<file path="src/rtl/core/cbmt_pkg.sv">
package cbmt_pkg;

  localparam int DEF_COUNTERS   = 1024;
  localparam int DEF_COUNT_BITS = 16;

  localparam int CFG_W       = 11;
  localparam int IDX_FIELD_W = 10;
  localparam int VAL_FIELD_W = 16;
  localparam int HOLD_W      = 11;

  localparam logic [CFG_W-1:0] CFG_RESET = 11'd1024;

  typedef enum logic [1:0] {
    REQ_INC  = 2'd0,
    REQ_DEC  = 2'd1,
    REQ_ZERO = 2'd2,
    REQ_READ = 2'd3
  } req_op_t;

  typedef struct packed {
    req_op_t                req_type;
    logic [IDX_FIELD_W-1:0] counter_index;
  } req_t;

  typedef struct packed {
    logic signed [VAL_FIELD_W-1:0] counter_value;
    logic signed [VAL_FIELD_W-1:0] max_value;
    logic [HOLD_W-1:0]             max_holders;
    logic                          bad_index;
    logic                          saturated;
  } rsp_t;

  typedef enum logic [2:0] {
    ST_CLEAR,
    ST_IDLE,
    ST_CALC,
    ST_SCAN,
    ST_TAIL,
    ST_DONE
  } state_t;

  // commands from the controller to the datapath
  typedef struct packed {
    logic accept;
    logic commit;
    logic scan_start;
    logic scan_issue;
    logic clear_step;
    logic out_load;
  } cmd_t;

  // status from the datapath to the controller
  typedef struct packed {
    logic need_scan;
    logic scan_last;
    logic clear_last;
  } sts_t;

endpackage

</file>
<file path="src/rtl/core/cbmt_ctrl.sv">
module cbmt_ctrl (
  input  logic           clk,
  input  logic           rst_n,
  input  logic           in_valid,
  output logic           in_ready,
  output logic           out_valid,
  input  logic           out_ready,
  input  logic           cfg_fire,
  input  cbmt_pkg::sts_t sts,
  output cbmt_pkg::cmd_t cmd
);

  cbmt_pkg::state_t state_r, state_nxt;
  logic             out_vld_r, out_vld_nxt;
  logic             out_free;

  assign out_free  = !out_vld_r || out_ready;
  assign out_valid = out_vld_r;

  always_ff @(posedge clk) begin
    if (!rst_n) begin
      state_r   <= cbmt_pkg::ST_CLEAR;
      out_vld_r <= 1'b0;
    end else begin
      state_r   <= state_nxt;
      out_vld_r <= out_vld_nxt;
    end
  end

  always_comb begin
    state_nxt = state_r;
    cmd       = '0;
    in_ready  = 1'b0;
    unique case (state_r)
      cbmt_pkg::ST_CLEAR: begin
        cmd.clear_step = 1'b1;
        if (sts.clear_last) begin
          state_nxt = cbmt_pkg::ST_IDLE;
        end
      end
      cbmt_pkg::ST_IDLE: begin
        in_ready   = 1'b1;
        cmd.accept = in_valid;
        if (in_valid) begin
          state_nxt = cbmt_pkg::ST_CALC;
        end
      end
      cbmt_pkg::ST_CALC: begin
        cmd.commit     = 1'b1;
        cmd.scan_start = sts.need_scan;
        state_nxt      = sts.need_scan ? cbmt_pkg::ST_SCAN : cbmt_pkg::ST_DONE;
      end
      cbmt_pkg::ST_SCAN: begin
        cmd.scan_issue = 1'b1;
        if (sts.scan_last) begin
          state_nxt = cbmt_pkg::ST_TAIL;
        end
      end
      cbmt_pkg::ST_TAIL: begin
        // last read of the sweep lands here
        state_nxt = cbmt_pkg::ST_DONE;
      end
      cbmt_pkg::ST_DONE: begin
        if (out_free) begin
          cmd.out_load = 1'b1;
          in_ready     = 1'b1;
          cmd.accept   = in_valid;
          state_nxt    = in_valid ? cbmt_pkg::ST_CALC : cbmt_pkg::ST_IDLE;
        end
      end
      default: begin
        state_nxt = cbmt_pkg::ST_CLEAR;
      end
    endcase
    if (cfg_fire) begin
      state_nxt = cbmt_pkg::ST_CLEAR;
    end
  end

  always_comb begin
    if (cmd.out_load) begin
      out_vld_nxt = 1'b1;
    end else if (out_ready) begin
      out_vld_nxt = 1'b0;
    end else begin
      out_vld_nxt = out_vld_r;
    end
  end

endmodule

</file>
<file path="config.mk">
export PLATFORM = sky130hd
export DESIGN_NAME = cbmt_ctrl
export DESIGN_NICKNAME = d
export VERILOG_FILES = /design/src/rtl/core/cbmt_pkg.sv /design/src/rtl/core/cbmt_ctrl.sv
export SDC_FILE = /design/constraint.sdc
export NUM_CORES = 1
export LEC_CHECK = 0
export BUFFER_PORTS_ARGS = -buffer_cell sky130_fd_sc_hd__buf_2
export CORE_AREA = 2 2 39 41
export CTS_CLUSTER_SIZE = 30
export DETAILED_ROUTE_END_ITERATION = 8
export DIE_AREA = 0 0 41 43
export PLACE_DENSITY_LB_ADDON = 0.1
export SLEW_MARGIN = 20
export SYNTH_ARGS = -nofsm -noshare
export SYNTH_HDL_FRONTEND = slang
export SYNTH_SLANG_ARGS = --single-unit
</file>
<file path="constraint.sdc">
create_clock -name clk -period 1.1 [get_ports clk]
set_input_delay 0.275 -clock clk [delete_from_list [all_inputs] [get_ports clk]]
set_output_delay 0.275 -clock clk [all_outputs]
set_load 0.03 [all_outputs]
</file>
==> results of run 1 <==
-- kinds of logic (layout without fill, tap and decap cells) --
kind of cell | after synthesis | after routing | synth area share, %
compound gates | 9 | 9 | 16.85
buf+inv | 5 | 35 | 10.25
flops | 4 | 4 | 23.44
mux | 1 | 1 | 2.931
simple gates | 27 | 27 | 46.52
-- area by class of cell --
cell class | instances | area (µm²) | share of cell area (%)
timing repair buffer | 31 | 261.5 | 37.59
inverter | 1 | 3.754 | 0.5396
tap | 16 | 20.02 | 2.878
multi-input combinational | 37 | 295.3 | 42.45
sequential | 4 | 92.59 | 13.31
clock buffer | 3 | 22.52 | 3.237
-- timing repair --
action,4_1_cts,5_1_grt
gates resized for setup,25,6
pin swaps,9,5
setup endpoints to repair,10,10
buffers inserted,4,1
-- layer usage --
layer / wire length, µm / vias up / global-route usage [%]
li1: - / 222 / -
met1: 501 / 198 / 18.91
met2: 598 / 14 / 22.81
met3: 48 / 2 / 6.283
met4: 24 / 0 / 2.000
met5: 0 / - / 0
-- Yosys cell counts (2+ instances only) --
cell      instances  area share (%)
nand2_1           6             6.6
dfxtp_1           4              23
nand3b_1          2             4.4
and3_1            2             3.7
nor2_1            4             4.4
nand2b_1          2             3.7
nor2b_1           2             3.7
buf_4             2             4.4
or3_1             2             3.7
a21oi_1           2             2.9
-- how the worst max path moves through the flow --
stage	from	to	slack, ps	depth (start not counted)
floorplan	state_r[2]	cmd[3]	-110	3
global placement	state_r[2]	cmd[5]	-150	3
detailed placement	state_r[2]	cmd[5]	-210	3
CTS	state_r[1]	cmd[0]	-330	3
global route	state_r[1]	cmd[0]	-370	3
finish	state_r[1]	cmd[0]	-330	3
-- critical path, delay by kind of cell (launching register included) --
family	cells	cell delay (ps)
buffers and inverters	1	120
flip-flops	1	350
AND/OR/NAND/NOR	2	440
-- flip-flops by register name (all words and copies together), names as in the netlist --
register,count
state_r,3
out_valid,1
-- power by group through the flow --
stage	clock network [mW]	logic, mW	registers, mW
2_1_floorplan	0	0.0616	0.153
3_3_place_gp	0	0.101	0.155
3_5_place_dp	0	0.100	0.155
6_report	0.190	0.125	0.147
4_1_cts	0.194	0.117	0.146
5_1_grt	0.209	0.134	0.147
-- stage by stage --
step                      cells  utilization (%)  hold WS, ps  setup TNS, ps  worst slack (ps)
after floorplan              46                -        425.7         -358.5            -114.8
after global placement       85            38.61        513.9          -1172            -153.7
after detailed placement     85            38.61        500.2          -1482            -208.8
after CTS                    91            47.74        285.6          -2248            -331.8
after global routing         92            50.27        289.9          -2877            -370.9
final                        92            50.27        295.5          -2333            -327.2
==> impl_metrics.json, run 1 <==
{
  "grt_remaining_overflow": 0,
  "async_flop_share_pct": 0,
  "syn-cell-area_um2": 341.6,
  "antenna_found_initial": 0,
  "synth-seq-cells": 4,
  "ys_seq_area_share_pct": 23.44,
  "synth_edf_count": 0,
  "wl_per_cell_um": 12.74,
  "slew_headroom_pct": 76.63,
  "critPathMaxStageDelay_ps": 350,
  "design_area_um2": 695.7,
  "r2r-start": "state_r[2]",
  "pwr-share-seq_pct": 31.8,
  "reg2regPathDepth": 5,
  "synth_ff_type": "dfxtp_1",
  "cp.arrival_ps": 1150,
  "sw_frac_of_total_pct": 27.62,
  "numCtsBuffers": 3,
  "power_frac_clock_pct": 41.1,
  "areaGrowthSynthToFinish_pct": 103.7,
  "cts.path.max_buffers": 2,
  "die_area_um2": 1763,
  "rows": 14,
  "cpMaxStageDelayCell": "dfxtp_4",
  "dpl.hpwl_um": 762.7,
  "whs_path_depth": 2,
  "power_density_nw_per_um2": 663.6,
  "via_per_inst": 4.739,
  "drive_gt1_share_pct": 67.11,
  "wl_mm": 1.172,
  "insertion_delay_ps": 240,
  "rsz0062_at_grt": "yes",
  "yosysUniqueCellTypes": 28,
  "layout_min_cycle_time_ps": 1427,
  "cts_tree": "built",
  "period_share_pct": 129.7,
  "path_max_fanout": 5,
  "finalMaxSlewViolations": 0,
  "synth_warnings": 0,
  "r2r_setup_slack_ps": -200,
  "finalPower_uw": 461.6,
  "hold_viol_final": 0,
  "start_util_pct": 24.68,
  "syn_nets": 54,
  "min_to": "out_valid",
  "post-route-drc-count": 0,
  "finalSetupViolCount": 9,
  "grt_pass1_wl_mm": 1.766,
  "p_switching_uw": 127.5,
  "p_leak_nw": 0.2908,
  "cts.htree.levels": 1,
  "irDropWorstVdd_mv": 0.3922,
  "io_pins": 16,
  "max_freq_mhz": 700.7,
  "hold_start": "rst_n",
  "p_int_uw": 334.2,
  "critPathKind": "flip-flop to primary output",
  "grt_pass1_vias": 409,
  "clkSinkCount": 4,
  "cts_hold_buf": 0,
  "gp_congestion": 0.8122,
  "hp-class": "input pin to flip-flop",
  "syn_inst": 46,
  "worstPathRequired_ps": 820,
  "nets": 86,
  "setup_ws_ps": -327.2,
  "rr_endpoint": "state_r[2]",
  "num_vias": 436,
  "core-area_um2": 1384,
  "p_comb_share_pct": 27.1,
  "cp-end-kind": "primary output",
  "fill_cells": 149,
  "cts_root_buffer": "clkbuf_4",
  "dpl-instance-area_um2": 534.3,
  "worstMarginPinSlew_ps": 347.3,
  "grt_max_degree": 10,
  "drtIter0Drc": 8,
  "final_antenna_net_count": 0,
  "gr-usage-all-layers_pct": 14.74,
  "num_antenna_cells": 0,
  "first_pass_iters": 3,
  "die_w_um": 41,
  "failed_checks": "setup timing",
  "most-common-layout-cells": "buf_6, buf_4, buf_2",
  "crit_chain": "and2b_4 -> and3_4 -> buf_6",
  "start_kind": "flip-flop",
  "skew_ps": 2.430,
  "syn_avg_cell_area_um2": 7.426,
  "status": "finished with violations",
  "die_y_um": 43,
  "clk_pin_slew_ps": 40,
  "io_buffers": 15,
  "drv_cap": 0
}
No activity file was read; power rests on OpenSTA's default activity.
==> run 2, diff against run 1 <==
ABC_AREA = 1   (was not set)
PLACE_DENSITY = 0.52   (was not set)
PLACE_DENSITY_LB_ADDON = not set   (was 0.1)
==> run 2 against run 1 <==
Compared with the run above:
- power is 11% higher
- clock skew increased by 6.5 ps
- flip-flop and latch count did not move
- synthesized cell count up 33%
- worst hold slack better by 7.7 ps
- final cell count rose by 18%
- clock power is 4% higher
- the run still ends with setup timing left
- die area is the same
- largest power group unchanged
==> impl_metrics.json, run 2 <==
{
  "finalMaxSlewViolations": 0,
  "p_switching_uw": 157.8,
  "start_util_pct": 25.50,
  "cts_root_buffer": "clkbuf_4",
  "syn_inst": 61,
  "gr-usage-all-layers_pct": 14.56,
  "syn-cell-area_um2": 352.8,
  "wl_per_cell_um": 10.97,
  "core-area_um2": 1384,
  "async_flop_share_pct": 0,
  "numCtsBuffers": 3,
  "power_frac_clock_pct": 38.8,
  "yosys.area.top_type": "dfxtp_1",
  "hold_viol_final": 0,
  "ff_latch_area_um2": 95.09,
  "synth_edf_count": 0,
  "areaGrowthSynthToFinish_pct": 107.8,
  "synth_top_area_share_pct": 22.70,
  "slew_headroom_pct": 86.53,
  "grt_remaining_overflow": 0,
  "rows": 14,
  "power_density_nw_per_um2": 697.7,
  "multi_input_area_um2": 299.0,
  "cts.htree.levels": 1,
  "critPathMaxStageDelay_ps": 360,
  "sw_frac_of_total_pct": 30.85,
  "dpl.hpwl_um": 743,
  "synth.most_common_cell": "nand2_1",
  "largest_reg_flops": 3,
  "grt_pass1_wl_mm": 1.697,
  "fill_cells": 135,
  "setup_tns_ps": -2204,
  "p_int_uw": 353.7,
  "start_kind": "flip-flop",
  "period_share_pct": 124.6,
  "min_to": "out_valid",
  "drtIter0Drc": 8,
  "pre_cts_slack_ps": -142.2,
  "rr_endpoint": "state_r[1]",
  "ys_seq_area_share_pct": 22.70,
  "layout_commonest_cell": "buf_4",
  "r2r_setup_slack_ps": -270,
  "cp-end-kind": "flip-flop",
  "cts_hold_buf": 0,
  "critPathKind": "flip-flop to flip-flop",
  "drive_gt1_share_pct": 68.82,
  "wl_mm": 1.196,
  "grt_pass1_vias": 442,
  "finalSetupViolCount": 10,
  "worstMarginPinSlew_ps": 201.3,
  "insertion_delay_ps": 240,
  "failed_checks": "setup timing",
  "hold_start": "rst_n",
  "synth-seq-cells": 4,
  "die_w_um": 41,
  "synth_ff_type": "dfxtp_1",
  "regMostFlops": "state_r",
  "die_area_um2": 1763,
  "hold_ws_ps": 303.1,
  "clkSinkCount": 4,
  "gp_congestion": 0.7710,
  "p_leak_nw": 0.3928,
  "rsz0062_at_grt": "yes",
  "nets": 102,
  "post-route-drc-count": 0,
  "netlist_top_cells_area": "dfxtp_1, nand2_1, inv_1",
  "pwr-share-seq_pct": 28.9,
  "die_y_um": 43,
  "syn_nets": 69,
  "path_max_fanout": 5,
  "final_antenna_net_count": 0,
  "whs_path_depth": 2,
  "cts_tree": "built",
  "first_pass_iters": 4,
  "irDropWorstVdd_mv": 0.3797,
  "io_pins": 16,
  "yosys-top-cells-count": "nand2_1, inv_1, nor2_1",
  "r2r-start": "state_r[0]",
  "clk_pin_slew_ps": 40,
  "p_comb_share_pct": 32.3,
  "num_antenna_cells": 0,
  "most-common-layout-cells": "buf_4, inv_1, buf_2, buf_6, nand2_1",
  "via_per_inst": 4.495,
  "io_buffers": 15,
  "status": "finished with violations",
  "crit_chain": "inv_4 -> nor2_4 -> buf_4 -> buf_6 -> buf_6 -> nand2_4 -> nand2_4 -> nor2_4 -> nand2_2 -> a21oi_2",
  "design_area_um2": 733.2,
  "grt_max_degree": 7,
  "worstPathRequired_ps": 1250,
  "drv_cap": 0,
  "antenna_found_initial": 0,
  "cpMaxStageDelayCell": "dfxtp_4",
  "reg2regPathDepth": 10,
  "finalPower_uw": 511.6,
  "cts.path.max_buffers": 2,
  "hp-class": "input pin to flip-flop",
  "setup_ws_ps": -270.2,
  "syn_avg_cell_area_um2": 5.784,
  "layout_min_cycle_time_ps": 1370,
  "skew_ps": 8.974,
  "num_vias": 490,
  "dpl-instance-area_um2": 539.3,
  "synth_warnings": 0,
  "cp.arrival_ps": 1520,
  "yosysUniqueCellTypes": 19,
  "max_freq_mhz": 729.8
}
-- run 2: final cells by class --
class	count	area share, %
Sequential cell	4	12.97
Multi-Input combinational cell	41	40.79
Clock buffer	4	3.584
Tap cell	16	2.730
Timing Repair Buffer	30	32.08
Inverter	14	7.850
-- run 2: critical path, delay by kind of cell, from the launching register on --
| family | cells | cell delay (ps) |
|---|---|---|
| flip-flops | 1 | 360 |
| AND/OR/NAND/NOR | 5 | 350 |
| AO/OA/AOI/OAI | 1 | 150 |
| buffers and inverters | 4 | 430 |
-- run 2: per-stage QoR --
step | cells | utilization (%)
after floorplan | 61 | -
after global placement | 99 | 38.97
after detailed placement | 99 | 38.97
after CTS | 106 | 47.83
after global routing | 109 | 52.98
final | 109 | 52.98
-- run 2: logic make-up (layout without fill, tap and decap cells) --
kind of cell	count (synthesis)	count (layout)	share of synthesized area (%)
AND/OR/NAND/NOR	33	33	43.97
buffers and inverters	16	48	20.21
AO/OA/AOI/OAI	8	8	13.12
flip-flops	4	4	22.70
-- run 2: how the worst max path moves through the flow --
stage                           from          to  slack, ps  depth (start not counted)
after floorplan           state_r[0]      cmd[5]        -10                          4
after global routing      state_r[0]  state_r[1]       -350                         10
after global placement     out_ready      cmd[5]       -130                          6
after CTS                 state_r[0]      cmd[5]       -260                          5
after detailed placement   out_ready      cmd[5]       -140                          6
final                     state_r[0]  state_r[1]       -270                         10
-- run 2: timing repair --
item | 4_1_cts | 5_1_grt
cloned | 0 | 0
pin swaps | 10 | 10
buffers inserted | 3 | 3
endpoints found under the setup margin | 10 | 10
resized for setup | 24 | 14
-- run 2: routing by layer --
layer  global-route usage (%)  routed length (µm)  vias up
met4                    10.00                  15        0
met3                    3.141                  56        4
met5                        0                   0        -
met1                    14.15                 418      221
li1                         -                   -      249
met2                    25.00                 705       16
-- run 2: power by group through the flow --
| stage | logic, mW | registers [mW] | clock network (mW) |
|---|---|---|---|
| detailed placement | 0.117 | 0.154 | 0 |
| finish | 0.165 | 0.148 | 0.198 |
| global placement | 0.117 | 0.154 | 0 |
| CTS | 0.139 | 0.147 | 0.210 |
| global route | 0.180 | 0.148 | 0.221 |
| floorplan | 0.0740 | 0.154 | 0 |
==> run 3, diff against run 2 <==
SETUP_SLACK_MARGIN = 0.3   (was not set)
==> run 3 against run 2 <==
Compared with the run above:
- the run still ends with setup timing left
- fmax up 1.1%
- routed wire length down 20%
- power down 2.1%
- critical path type is now flip-flop to primary output
==> impl_metrics.json, run 3 (synthesis results as in run 2) <==
{
  "status": "finished with violations",
  "failed_checks": "setup timing",
  "highest_layer": "met3",
  "worstMarginPinSlew_ps": 187.5,
  "p_leak_nw": 0.3813,
  "post-route-drc-count": 0,
  "nets": 100,
  "drv_cap": 0,
  "gp_congestion": 0.7417,
  "dpl-instance-area_um2": 546.8,
  "dpl.hpwl_um": 750,
  "numCtsBuffers": 3,
  "grt_max_degree": 7,
  "cpMostUsedCell": "nor2_4",
  "gr-usage-all-layers_pct": 13.47,
  "crit_chain": "inv_4 -> nor2_4 -> nand2_4 -> nor2_4 -> buf_6",
  "die_y_um": 43,
  "num_antenna_cells": 0,
  "die_area_um2": 1763,
  "rsz0062_at_grt": "yes",
  "first_pass_iters": 2,
  "most-common-layout-cells": "buf_4, nand2_1, buf_6",
  "via_per_inst": 4.308,
  "finalSetupViolCount": 10,
  "drive_gt1_share_pct": 68.13,
  "cts.path.max_buffers": 2,
  "cts_tree": "built",
  "skew_ps": 8.182,
  "start_util_pct": 25.50,
  "grt_pass1_wl_mm": 1.621,
  "cp-end-kind": "primary output",
  "io_buffers": 15,
  "slew_headroom_pct": 87.45,
  "drtIter0Drc": 2,
  "hp-class": "input pin to flip-flop",
  "num_vias": 461,
  "insertion_delay_ps": 240,
  "wl_per_cell_um": 8.944,
  "p_int_uw": 349.5,
  "largest_reg_flops": 3,
  "irDropWorstVdd_mv": 0.4311,
  "p_switching_uw": 151.1,
  "io_pins": 16,
  "power_frac_clock_pct": 39.4,
  "met1_length_um": 405,
  "max_freq_mhz": 737.5,
  "grt_remaining_overflow": 0,
  "critPathMaxStageDelay_ps": 390,
  "pwr-share-seq_pct": 29.8,
  "worstPathRequired_ps": 820,
  "wl_um": 957,
  "post-route-util_pct": 52.35,
  "setup_ws_ps": -255.9,
  "dr_wl_met3_um": 23,
  "setup_tns_ps": -2017,
  "cpMaxStageDelayCell": "dfxtp_4",
  "sw_frac_of_total_pct": 30.19,
  "final_antenna_net_count": 0,
  "areaGrowthSynthToFinish_pct": 105.3,
  "design_area_um2": 724.4,
  "die_w_um": 41,
  "period_share_pct": 123.3,
  "power_density_nw_per_um2": 691.0,
  "start_kind": "flip-flop",
  "antenna_found_initial": 0,
  "cts_hold_buf": 0,
  "layout_min_cycle_time_ps": 1356,
  "dp_cells": 99,
  "finalMaxSlewViolations": 0,
  "cts.htree.levels": 1,
  "cp.arrival_ps": 1080,
  "clk_pin_slew_ps": 40,
  "clkSinkCount": 4,
  "cts_root_buffer": "clkbuf_4",
  "path_max_fanout": 4,
  "hold_viol_final": 0,
  "regMostFlops": "state_r",
  "fin_cells": 107,
  "core-area_um2": 1384,
  "layout_commonest_cell": "buf_4",
  "wl_met2_um": 528,
  "rows": 14,
  "grt_pass1_vias": 416,
  "p_comb_share_pct": 30.8,
  "critPathKind": "flip-flop to primary output"
}
## run 3: changes by cell type in the layout (fill, tap and decap cells not counted), moves of 2 or more
cell     previous run  this run
a21oi_1             0         2
nand2_2             4         2
nand3_2             1         3
a21oi_2             3         1
buf_4              14        12
nand3_1             3         1
nand2_1             7         9
## run 3: stage by stage
stage          setup slack [ps]  power (mW)  hold WS (ps)
2_1_floorplan         -0.009714      0.2255         418.1
3_3_place_gp             -137.7      0.2662         520.8
3_5_place_dp             -147.2      0.2674         522.7
4_1_cts                  -289.3      0.4941         294.7
5_1_grt                  -321.5      0.5455         285.1
6_report                 -255.9      0.5006         290.2
## run 3: path summary, 6_finish.rpt
kind / from / endpoint / slack, ps / cells after the start
setup / recovery: state_r[1] / cmd[3] / -260 / 5
hold / removal: rst_n / out_valid / 290 / 2
setup reg to reg: state_r[0] / state_r[0] / -200 / 11
hold reg to reg: out_valid / out_valid / 530 / 2
## run 3: metal layers
metal  vias up  track usage (%)
li1        246                -
met1       209            16.45
met2         6            21.25
met3         0            1.571
met4         0            8.000
met5         -                0
## run 3: cell type report
class                           instances  area (µm²)
Clock buffer                            4       26.28
Fill cell                             137       659.4
Inverter                               14       57.56
Multi-Input combinational cell         41       299.0
Sequential cell                         4       95.09
Tap cell                               16       20.02
Timing Repair Buffer                   28       226.5
## run 3: critical path, delay by kind of cell (launching register included)
kind,cells,cell delay [ps]
buffers and inverters,2,180
DFF,1,390
and+or+nand+nor,3,270
## run 3: repair_timing
item	in CTS	in global routing
gates resized for setup	24	12
setup endpoints to repair	12	12
pin swaps	6	4
buffers inserted	2	2
## run 3: power groups by stage
stage,Clock [mW],Sequential [mW],Combinational (mW)
after global placement,0,0.151,0.115
after global routing,0.226,0.150,0.170
after detailed placement,0,0.151,0.116
after floorplan,0,0.150,0.0752
after CTS,0.211,0.148,0.135
final,0.197,0.149,0.154
